$ cat src/rtl/cqsa_pkg.sv
`timescale 1ns / 1ps
// ----------------------------------------------------------------------------
// cqsa_pkg: shared types and constants of the quota slot allocator
// slot pool sizing, opcodes, kind codes, beat layouts and the
// command and status groups between the controller and the datapath
// ----------------------------------------------------------------------------
package cqsa_pkg;

    localparam int POOL_SLOTS  = 8;
    localparam int HANDLE_BITS = 16;
    localparam int SLOT_W      = (POOL_SLOTS > 1) ? $clog2(POOL_SLOTS) : 1;
    localparam int CNT_W       = $clog2(POOL_SLOTS + 1);
    localparam int QUOTA_W     = 4;
    localparam int CMP_W       = (CNT_W > QUOTA_W) ? CNT_W : QUOTA_W;
    localparam int ORDER_W     = 16;
    localparam int OP_W        = 2;
    localparam int KIND_W      = 2;

    // input beat: op, kind, handle
    localparam int S_FIELD_W = OP_W + KIND_W + HANDLE_BITS;
    localparam int S_DATA_W  = ((S_FIELD_W + 7) / 8) * 8;
    // result beat: ok, slot_index, evicted, evicted_handle
    localparam int M_FIELD_W = 1 + SLOT_W + 1 + HANDLE_BITS;
    localparam int M_DATA_W  = ((M_FIELD_W + 7) / 8) * 8;

    localparam int APB_ADDR_W = 4;
    localparam int APB_DATA_W = 32;

    localparam logic [OP_W-1:0] OP_ALLOC   = 2'd0;
    localparam logic [OP_W-1:0] OP_RELEASE = 2'd1;
    localparam logic [OP_W-1:0] OP_CLEAR   = 2'd2;
    localparam logic [OP_W-1:0] OP_QUERY   = 2'd3;

    localparam logic [KIND_W-1:0] KIND_STATUE   = 2'd0;
    localparam logic [KIND_W-1:0] KIND_BLOCK    = 2'd1;
    localparam logic [KIND_W-1:0] KIND_PLATFORM = 2'd2;
    localparam logic [KIND_W-1:0] KIND_NONE     = 2'd3;

    localparam logic [1:0] REG_QUOTA_STATUE   = 2'd0;
    localparam logic [1:0] REG_QUOTA_BLOCK    = 2'd1;
    localparam logic [1:0] REG_QUOTA_PLATFORM = 2'd2;

    localparam logic [QUOTA_W-1:0] QUOTA_STATUE_RST   = 4'd2;
    localparam logic [QUOTA_W-1:0] QUOTA_BLOCK_RST    = 4'd3;
    localparam logic [QUOTA_W-1:0] QUOTA_PLATFORM_RST = 4'd3;

    typedef struct packed {
        logic [QUOTA_W-1:0] statue;
        logic [QUOTA_W-1:0] block;
        logic [QUOTA_W-1:0] platform;
    } quota_t;

    typedef struct packed {
        logic start;   // latch request, clear scan state
        logic step;    // examine one slot
        logic commit;  // update pool, load result
    } dp_cmd_t;

    typedef struct packed {
        logic scan_last;
        logic out_free;
    } dp_status_t;

endpackage

$ cat src/rtl/class_quota_slot_allocator_unit.sv
`timescale 1ns / 1ps
// ----------------------------------------------------------------------------
// class_quota_slot_allocator_unit: per-kind quota slot allocator
// keeps a pool of slots with owner handles, grants, evicts oldest per
// kind, releases and looks up by handle; quotas set over an apb port
// ----------------------------------------------------------------------------
// A request beat is handled in order: the request is captured, the pool is
// walked slot by slot through the single scan step of the datapath, and a
// commit updates the pool and loads the result register. s_tready is high
// while the sequencer is idle, and the next request may be accepted while the
// previous result still waits on m_tready; a commit only stalls when the
// result register is still full. Results of failed requests, release/query
// misses and clear all are all-zero beats. Quota registers live at byte
// addresses 0x0 (statue), 0x4 (block) and 0x8 (platform), bits [3:0]; write
// them only while idle. Handles are compared as full words, and duplicates
// are not rejected: release and query act on the lowest slot holding the
// handle.
// ----------------------------------------------------------------------------
module class_quota_slot_allocator_unit (
    input  logic                              aclk,
    input  logic                              aresetn,
    // request beat, bits from low: op[1:0], kind[3:2], handle[19:4]
    input  logic                              s_tvalid,
    output logic                              s_tready,
    input  logic [cqsa_pkg::S_DATA_W-1:0]     s_tdata,
    // result beat, bits from low: ok[0], slot_index[3:1], evicted[4],
    // evicted_handle[20:5]
    output logic                              m_tvalid,
    input  logic                              m_tready,
    output logic [cqsa_pkg::M_DATA_W-1:0]     m_tdata,
    // quota register port
    input  logic                              psel,
    input  logic                              penable,
    input  logic                              pwrite,
    input  logic [cqsa_pkg::APB_ADDR_W-1:0]   paddr,
    input  logic [cqsa_pkg::APB_DATA_W-1:0]   pwdata,
    output logic [cqsa_pkg::APB_DATA_W-1:0]   prdata,
    output logic                              pready
);
    import cqsa_pkg::*;

    quota_t     quota_reg;
    dp_cmd_t    cmd;
    dp_status_t status;
    logic       cfg_wr;
    logic [1:0] reg_sel;

    // register index sits above the byte offset
    assign reg_sel = paddr[3:2];
    assign pready  = 1'b1;
    assign cfg_wr  = psel && penable && pwrite && pready;

    always_ff @(posedge aclk) begin
        if (!aresetn) begin
            quota_reg.statue   <= QUOTA_STATUE_RST;
            quota_reg.block    <= QUOTA_BLOCK_RST;
            quota_reg.platform <= QUOTA_PLATFORM_RST;
        end else if (cfg_wr) begin
            unique case (reg_sel)
                REG_QUOTA_STATUE:   quota_reg.statue   <= pwdata[QUOTA_W-1:0];
                REG_QUOTA_BLOCK:    quota_reg.block    <= pwdata[QUOTA_W-1:0];
                REG_QUOTA_PLATFORM: quota_reg.platform <= pwdata[QUOTA_W-1:0];
                default:            quota_reg          <= quota_reg;
            endcase
        end
    end

    // read back, unused addresses read zero
    always_comb begin
        unique case (reg_sel)
            REG_QUOTA_STATUE:   prdata = APB_DATA_W'(quota_reg.statue);
            REG_QUOTA_BLOCK:    prdata = APB_DATA_W'(quota_reg.block);
            REG_QUOTA_PLATFORM: prdata = APB_DATA_W'(quota_reg.platform);
            default:            prdata = '0;
        endcase
    end

    // sequencer: idle, scan over slots, commit
    cqsa_ctrl u_ctrl (
        .aclk     (aclk),
        .aresetn  (aresetn),
        .s_tvalid (s_tvalid),
        .s_tready (s_tready),
        .status   (status),
        .cmd      (cmd)
    );

    // pool, scan accumulators and result register
    cqsa_datapath u_datapath (
        .aclk     (aclk),
        .aresetn  (aresetn),
        .cmd      (cmd),
        .status   (status),
        .s_tdata  (s_tdata),
        .quota    (quota_reg),
        .m_tvalid (m_tvalid),
        .m_tready (m_tready),
        .m_tdata  (m_tdata)
    );

endmodule

$ cat src/rtl/cqsa_ctrl.sv
`timescale 1ns / 1ps
// ----------------------------------------------------------------------------
// cqsa_ctrl: request sequencer
// accepts a request, walks the slot scan, then waits for the result
// register to free up before committing
// ----------------------------------------------------------------------------
module cqsa_ctrl (
    input  logic                 aclk,
    input  logic                 aresetn,
    input  logic                 s_tvalid,
    output logic                 s_tready,
    input  cqsa_pkg::dp_status_t status,
    output cqsa_pkg::dp_cmd_t    cmd
);
    import cqsa_pkg::*;

    localparam logic [1:0] ST_IDLE   = 2'd0;
    localparam logic [1:0] ST_SCAN   = 2'd1;
    localparam logic [1:0] ST_COMMIT = 2'd2;

    logic [1:0] state_reg;
    logic [1:0] state_next;

    always_ff @(posedge aclk) begin
        if (!aresetn) begin
            state_reg <= ST_IDLE;
        end else begin
            state_reg <= state_next;
        end
    end

    always_comb begin
        state_next = state_reg;
        s_tready   = 1'b0;
        cmd        = '0;
        unique case (state_reg)
            ST_IDLE: begin
                s_tready  = 1'b1;
                cmd.start = s_tvalid;
                if (s_tvalid) begin
                    state_next = ST_SCAN;
                end
            end
            ST_SCAN: begin
                cmd.step = 1'b1;
                if (status.scan_last) begin
                    state_next = ST_COMMIT;
                end
            end
            ST_COMMIT: begin
                cmd.commit = status.out_free;
                if (status.out_free) begin
                    state_next = ST_IDLE;
                end
            end
            default: begin
                state_next = ST_IDLE;
            end
        endcase
    end

endmodule

$ cat src/rtl/cqsa_datapath.sv
`timescale 1ns / 1ps
// ----------------------------------------------------------------------------
// cqsa_datapath: slot pool, scan accumulators and result register
// one slot is examined per step; commit applies the decision
// ----------------------------------------------------------------------------
module cqsa_datapath (
    input  logic                          aclk,
    input  logic                          aresetn,
    input  cqsa_pkg::dp_cmd_t             cmd,
    output cqsa_pkg::dp_status_t          status,
    input  logic [cqsa_pkg::S_DATA_W-1:0] s_tdata,
    input  cqsa_pkg::quota_t              quota,
    output logic                          m_tvalid,
    input  logic                          m_tready,
    output logic [cqsa_pkg::M_DATA_W-1:0] m_tdata
);
    import cqsa_pkg::*;

    // pool
    logic                   slot_valid_reg [POOL_SLOTS];
    logic [KIND_W-1:0]      slot_kind_reg  [POOL_SLOTS];
    logic [HANDLE_BITS-1:0] slot_owner_reg [POOL_SLOTS];
    logic [ORDER_W-1:0]     slot_order_reg [POOL_SLOTS];
    logic [ORDER_W-1:0]     next_order_reg;

    // request
    logic [OP_W-1:0]        op_reg;
    logic [KIND_W-1:0]      kind_reg;
    logic [HANDLE_BITS-1:0] handle_reg;

    // scan
    logic [SLOT_W-1:0]      scan_idx_reg;
    logic [CNT_W-1:0]       live_cnt_reg;
    logic                   oldest_found_reg;
    logic [SLOT_W-1:0]      oldest_idx_reg;
    logic [ORDER_W-1:0]     oldest_order_reg;
    logic [HANDLE_BITS-1:0] oldest_owner_reg;
    logic                   free_found_reg;
    logic [SLOT_W-1:0]      free_idx_reg;
    logic                   match_found_reg;
    logic [SLOT_W-1:0]      match_idx_reg;

    // result
    logic                   m_tvalid_reg;
    logic                   ok_reg;
    logic [SLOT_W-1:0]      slot_index_reg;
    logic                   evicted_reg;
    logic [HANDLE_BITS-1:0] evicted_handle_reg;

    logic                   cur_valid;
    logic                   cur_same_kind;
    logic [QUOTA_W-1:0]     quota_sel;
    logic                   do_evict;
    logic                   alloc_ok;
    logic [SLOT_W-1:0]      alloc_idx;
    logic                   res_ok;
    logic [SLOT_W-1:0]      res_idx;
    logic                   res_evicted;
    logic [HANDLE_BITS-1:0] res_evh;

    assign cur_valid     = slot_valid_reg[scan_idx_reg];
    assign cur_same_kind = cur_valid && (slot_kind_reg[scan_idx_reg] == kind_reg);

    assign status.scan_last = (scan_idx_reg == SLOT_W'(POOL_SLOTS - 1));
    assign status.out_free  = !m_tvalid_reg || m_tready;

    always_ff @(posedge aclk) begin
        if (cmd.start) begin
            op_reg           <= s_tdata[OP_W-1:0];
            kind_reg         <= s_tdata[OP_W+KIND_W-1:OP_W];
            handle_reg       <= s_tdata[S_FIELD_W-1:OP_W+KIND_W];
            scan_idx_reg     <= '0;
            live_cnt_reg     <= '0;
            oldest_found_reg <= 1'b0;
            free_found_reg   <= 1'b0;
            match_found_reg  <= 1'b0;
        end else if (cmd.step) begin
            scan_idx_reg <= scan_idx_reg + SLOT_W'(1);
            if (!cur_valid && !free_found_reg) begin
                free_found_reg <= 1'b1;
                free_idx_reg   <= scan_idx_reg;
            end
            if (cur_same_kind) begin
                live_cnt_reg <= live_cnt_reg + CNT_W'(1);
                if (!oldest_found_reg || slot_order_reg[scan_idx_reg] < oldest_order_reg) begin
                    oldest_found_reg <= 1'b1;
                    oldest_idx_reg   <= scan_idx_reg;
                    oldest_order_reg <= slot_order_reg[scan_idx_reg];
                    oldest_owner_reg <= slot_owner_reg[scan_idx_reg];
                end
            end
            if (cur_valid && slot_owner_reg[scan_idx_reg] == handle_reg && !match_found_reg) begin
                match_found_reg <= 1'b1;
                match_idx_reg   <= scan_idx_reg;
            end
        end
    end

    always_comb begin
        case (kind_reg)
            KIND_BLOCK:    quota_sel = quota.block;
            KIND_PLATFORM: quota_sel = quota.platform;
            default:       quota_sel = quota.statue;
        endcase
    end

    assign do_evict  = oldest_found_reg && (CMP_W'(live_cnt_reg) >= CMP_W'(quota_sel));
    assign alloc_ok  = (kind_reg != KIND_NONE) && (do_evict || free_found_reg);
    assign alloc_idx = do_evict ? oldest_idx_reg : free_idx_reg;

    always_comb begin
        res_ok      = 1'b0;
        res_idx     = '0;
        res_evicted = 1'b0;
        res_evh     = '0;
        case (op_reg) inside
            OP_ALLOC: begin
                if (alloc_ok) begin
                    res_ok      = 1'b1;
                    res_idx     = alloc_idx;
                    res_evicted = do_evict;
                    res_evh     = do_evict ? oldest_owner_reg : '0;
                end
            end
            OP_RELEASE, OP_QUERY: begin
                if (match_found_reg) begin
                    res_ok  = 1'b1;
                    res_idx = match_idx_reg;
                end
            end
            default: begin
                res_ok = 1'b0;
            end
        endcase
    end

    // slot payload, written on grant only
    always_ff @(posedge aclk) begin
        if (cmd.commit && op_reg == OP_ALLOC && alloc_ok) begin
            slot_kind_reg[alloc_idx]  <= kind_reg;
            slot_owner_reg[alloc_idx] <= handle_reg;
            slot_order_reg[alloc_idx] <= next_order_reg;
        end
    end

    always_ff @(posedge aclk) begin
        if (!aresetn) begin
            for (int i = 0; i < POOL_SLOTS; i++) begin
                slot_valid_reg[i] <= 1'b0;
            end
            next_order_reg <= '0;
        end else if (cmd.commit) begin
            case (op_reg)
                OP_ALLOC: begin
                    if (alloc_ok) begin
                        slot_valid_reg[alloc_idx] <= 1'b1;
                        next_order_reg            <= next_order_reg + ORDER_W'(1);
                    end
                end
                OP_RELEASE: begin
                    if (match_found_reg) begin
                        slot_valid_reg[match_idx_reg] <= 1'b0;
                    end
                end
                OP_CLEAR: begin
                    for (int i = 0; i < POOL_SLOTS; i++) begin
                        slot_valid_reg[i] <= 1'b0;
                    end
                    next_order_reg <= '0;
                end
                default: begin
                    next_order_reg <= next_order_reg;
                end
            endcase
        end
    end

    always_ff @(posedge aclk) begin
        if (!aresetn) begin
            m_tvalid_reg <= 1'b0;
        end else if (cmd.commit) begin
            m_tvalid_reg <= 1'b1;
        end else if (m_tready) begin
            m_tvalid_reg <= 1'b0;
        end
    end

    always_ff @(posedge aclk) begin
        if (cmd.commit) begin
            ok_reg             <= res_ok;
            slot_index_reg     <= res_idx;
            evicted_reg        <= res_evicted;
            evicted_handle_reg <= res_evh;
        end
    end

    assign m_tvalid = m_tvalid_reg;
    assign m_tdata  = M_DATA_W'({evicted_handle_reg, evicted_reg, slot_index_reg, ok_reg});

`ifndef SYNTH
    a_fail_is_zero: assert property (@(posedge aclk) disable iff (!aresetn)
        m_tvalid_reg && !ok_reg |-> slot_index_reg == '0 && !evicted_reg
                                    && evicted_handle_reg == '0)
        else $error("failed result carries nonzero fields");

    a_evict_needs_ok: assert property (@(posedge aclk) disable iff (!aresetn)
        m_tvalid_reg && evicted_reg |-> ok_reg)
        else $error("eviction reported without a grant");

    a_clear_resets_order: assert property (@(posedge aclk) disable iff (!aresetn)
        cmd.commit && op_reg == OP_CLEAR |=> next_order_reg == '0 && !slot_valid_reg[0])
        else $error("clear all left pool state behind");

    a_commit_into_free_reg: assert property (@(posedge aclk) disable iff (!aresetn)
        cmd.commit |-> !m_tvalid_reg || m_tready)
        else $error("result overwritten before it was taken");
`endif

endmodule

$ cat config.mk
export PLATFORM = sky130hd
export DESIGN_NAME = class_quota_slot_allocator_unit
export DESIGN_NICKNAME = d
export VERILOG_FILES = /design/src/rtl/cqsa_pkg.sv /design/src/rtl/class_quota_slot_allocator_unit.sv /design/src/rtl/cqsa_ctrl.sv /design/src/rtl/cqsa_datapath.sv
export SDC_FILE = /design/constraint.sdc
export NUM_CORES = 1
export LEC_CHECK = 0
export BUFFER_PORTS_ARGS = -buffer_cell sky130_fd_sc_hd__buf_2
export CAP_MARGIN = 0
export CORE_MARGIN = 4
export CORE_UTILIZATION = 60
export CTS_BUF_LIST = sky130_fd_sc_hd__clkbuf_16
export CTS_CLUSTER_DIAMETER = 40
export DETAILED_ROUTE_END_ITERATION = 10
export GPL_ROUTABILITY_DRIVEN = 0
export PLACE_DENSITY = 0.8
export REMOVE_ABC_BUFFERS = 1
export SETUP_SLACK_MARGIN = 0.3
export SYNTH_ARGS = -nofsm -noshare
export SYNTH_HDL_FRONTEND = slang
export SYNTH_SLANG_ARGS = --single-unit
$ cat constraint.sdc
create_clock -name aclk -period 7.5 [get_ports aclk]
set_input_delay 1.125 -clock aclk [delete_from_list [all_inputs] [get_ports aclk]]
set_output_delay 1.125 -clock aclk [all_outputs]
set_load 0.03 [all_outputs]
==> summary.md <==
### Route
* **sum of routed wire length over all layers** 33690 um
* **number of nets with antenna violations after routing** 0
* **highest metal layer with signal wires** met4
* **via count** 8864
* **first-pass iteration count of the detailed router** 6
* **met3 WL** 2472 um
* **drc violations** 0
* **drt first-iter violations** 887
* **wire length per cell after detailed routing** 23.46 um
* **met1 wire length** 13260 um
* **met2 wire length** 16990 um
* **Via density** 6.173

### Global route
* **largest net degree at the start of global routing** 48
* **global-route wire length before repair** 51520 um
* **antenna violations before repair** 0
* **GRT Util Overall** 0.2220
* **GR Overflow Total** 0
* **vias in the first global route** 8814

### Logic synthesis
* **unique cell type count in the Yosys netlist** 51
* **Post-Syn Area per Cell** 16.92 um^2
* **Yosys reg bits** 406
* **YS warnings** 0
* **async set-or-reset flop fraction in the synthesized netlist** 0
* **netlist area before placement** 0.01651 mm^2
* **Post-synth EDFFs** 357
* **post-synthesis instance total** 976
* **most common flop cell mapped by yosys** sky130_fd_sc_hd__edfxtp_1
* **part of the Yosys area used for sequential elements** 0.7087

### Final layout
* **number of inserted filler cells in the final layout** 1644
* **proportion of layout cells with a drive suffix above 1** 0.2183
* **Sequential Area** 0.01171 mm^2
* **number of diodes** 0
* **area of the multi-input gates** 0.004478 mm^2
* **Net count, final** 1154
* **growth of design area from synthesis to finish** 12.51%

### Die
* **num rows** 60
* **starting density of the core** 0.6109
* **core footprint** 0.02703 mm^2
* **Die Outline Area** 0.03024 mm^2
* **number of top-level pins** 126
* **vertical extent of the die** 173.9 um
* **die width** 173.9 um

### Setup path
* **Top delay family on crit path** simple AND/OR/NAND/NOR gates
* **Worst Path Arrival** 4.96 ns
* **nature of the critical path endpoint** flop
* **critical path start-end classification** flop to flop
* **Max stage delay on crit path** 0.58 ns
* **worst-path cell with the longest stage delay** sky130_fd_sc_hd__edfxtp_1
* **chain of cells forming the critical path** inv_1, ha_1, nand2_1, o21ai_0, ha_1, nand2b_1, a21o_1, a21o_1, a21oi_1, nand2b_1, mux2i_1, nand2_1, nor2_4, buf_4
* **launching element type of the critical path** flop
* **total buffers and inverters traversed by the critical path** 2
* **crit path max fanout** 21
* **Worst Path Required** 7.69 ns

### Pwr
* **post-layout power** 4894 uW
* **IR Drop Worst-Case VDD** 171.7 uV
* **total power divided by cell area** 263.4 mW/mm^2
* **standby leakage power** 0.006130 uW

### Clock tree
* **clock transition at the register clock pins on the worst setup and hold paths after CTS** 0.05 ns
* **TritonCTS clock tree** done
* **number of buffers added for setup after CTS** 0
* **cells resized by post-CTS repair** 0
* **deepest level of the CTS H-tree** 2
* **number of sinks on the clock net** 406
* **count of hold-fix buffers inserted at cts** 0
* **Max clock buf depth** 3
* **number of buffers created by CTS** 44
* **buffer cell driving the clock tree root** sky130_fd_sc_hd__clkbuf_16
* **Worst-Skew Late Latency** 0.54 ns

### Timing
* **f_max** 209.5 MHz
* **unrepaired setup endpoints after global routing** false
* **actual transition at the worst max-transition pin** 1.182 ns
* **total negative slack for setup checks** 0 ns
* **number of endpoints failing setup at the final stage** 0
* **Slew HR** 0.2079
* **minimum clock period** 4.773 ns
* **Hold Vio Cnt, Final** 0
* **Setup Skew** 0.02008 ns
* **Pins Over Slew Limit** 0
* **share of the clock period used by the worst path after layout** 0.6364

### Placement
* **final HPWL from detailed placement** 18280 um
* **number of buffers added on ports** 59

### Min path
* **class of the tightest hold or removal check** flop to flop

### Flow run
* **reported max-cap violation count** 0

### Run status
* **result of the run** finished clean

==> final timing paths <==
check                                         endpoint                            startpoint  slack (ns)  depth (start not counted)
max reg2reg  u_datapath.slot_owner_reg[2][6]$_DFFE_PP_      u_datapath.kind_reg[0]$_DFFE_PP_        2.73                         14
min               u_datapath.slot_valid_reg[2]$_DFF_P_  u_datapath.slot_valid_reg[2]$_DFF_P_        0.51                          2
max          u_datapath.slot_owner_reg[2][6]$_DFFE_PP_      u_datapath.kind_reg[0]$_DFFE_PP_        2.73                         14
min reg2reg       u_datapath.slot_valid_reg[2]$_DFF_P_  u_datapath.slot_valid_reg[2]$_DFF_P_        0.51                          2
==> stage by stage <==
stage	util	hold WS, ns	std cells	setup slack (ns)	instance area [um^2]
global route	0.6874	0.5469	1436	2.468	18580
global placement	0.6340	0.4804	1356	2.901	17130
detailed placement	0.6340	0.4934	1356	2.833	17130
CTS	0.6874	0.5062	1436	2.785	18580
floorplan	-	0.4498	939	1.304	16210
finish	0.6874	0.5072	1436	2.727	18580
==> synthesized netlist by cell type (9+ instances only) <==
cell type                   number  area share
sky130_fd_sc_hd__xor2_1         18      0.0095
sky130_fd_sc_hd__ha_1           26       0.020
sky130_fd_sc_hd__mux4_2         56       0.076
sky130_fd_sc_hd__a21oi_1        21      0.0064
sky130_fd_sc_hd__buf_2          12      0.0036
sky130_fd_sc_hd__buf_4          36       0.016
sky130_fd_sc_hd__nand2_1        39      0.0089
sky130_fd_sc_hd__inv_1          25      0.0057
sky130_fd_sc_hd__nor2_1         54       0.012
sky130_fd_sc_hd__nor2b_1        14      0.0053
sky130_fd_sc_hd__dfxtp_1        49       0.059
sky130_fd_sc_hd__nand2b_1        9      0.0034
sky130_fd_sc_hd__clkbuf_1       17      0.0039
sky130_fd_sc_hd__edfxtp_1      357        0.65
sky130_fd_sc_hd__o2111ai_1       9      0.0048
sky130_fd_sc_hd__xnor2_1        11      0.0058
sky130_fd_sc_hd__and3_1         24      0.0091
sky130_fd_sc_hd__o21ai_0        15      0.0045
sky130_fd_sc_hd__nand3_1         9      0.0027
sky130_fd_sc_hd__mux2i_1        50       0.030
sky130_fd_sc_hd__mux2_2         24       0.016
==> worst min-delay path, stage by stage (launching register included) <==
cell and delay [ns]:
sky130_fd_sc_hd__dfxtp_1 0.33, sky130_fd_sc_hd__o2111ai_1 0.09, sky130_fd_sc_hd__nand2_1 0.05
==> layout make-up <==
type                       count  share of cell area
clock inverter                33             0.01435
clock buffer                  47             0.06331
tap                          341             0.02297
inverter                      25            0.005052
sequential                   406              0.6305
multi-input combinational    508              0.2411
timing repair buffer          76             0.02277
==> cell families after synthesis <==
logic type	Yosys count	share of synthesized area
and+or+nand+nor	185	0.05608
muxes	137	0.1281
AOI/OAI and AO/OA	99	0.04069
xor gates and xnor gates	29	0.01538
buffers and inverters	92	0.03092
DFF	406	0.7087
other	2	0.0004549
adders and majority gates	26	0.01970
==> cell usage in the layout (no fill, tap or decap), types with 9 or more instances in the layout <==
master,instances
sky130_fd_sc_hd__buf_2,59
sky130_fd_sc_hd__conb_1,32
sky130_fd_sc_hd__mux4_2,56
sky130_fd_sc_hd__and3_1,24
sky130_fd_sc_hd__nor2_1,50
sky130_fd_sc_hd__nor2b_1,14
sky130_fd_sc_hd__buf_4,17
sky130_fd_sc_hd__edfxtp_1,357
sky130_fd_sc_hd__mux2_2,24
sky130_fd_sc_hd__mux2i_1,50
sky130_fd_sc_hd__nand2_1,39
sky130_fd_sc_hd__inv_1,32
sky130_fd_sc_hd__xnor2_1,11
sky130_fd_sc_hd__nand2b_1,9
sky130_fd_sc_hd__ha_1,26
sky130_fd_sc_hd__xor2_1,18
sky130_fd_sc_hd__o2111ai_1,9
sky130_fd_sc_hd__dfxtp_1,46
sky130_fd_sc_hd__clkbuf_16,47
sky130_fd_sc_hd__a21oi_1,20
sky130_fd_sc_hd__nand3_1,9
sky130_fd_sc_hd__o21ai_0,15
==> power breakdown <==
group | switching (uW) | internal (uW) | leakage [uW]
Clock | 855 | 1240 | 0.000727
Combinational | 138 | 123 | 0.00189
Sequential | 69.8 | 2460 | 0.00351
Total | 1060 | 3830 | 0.00613
==> routing by layer <==
layer / vias to the layer above / global-route usage
met3: 62 / 0.04079
met4: 0 / 0.07357
met5: - / 0
met1: 4479 / 0.2981
li1: 3920 / -
met2: 403 / 0.3725
Note: power is estimated with default switching activity, not from simulation.
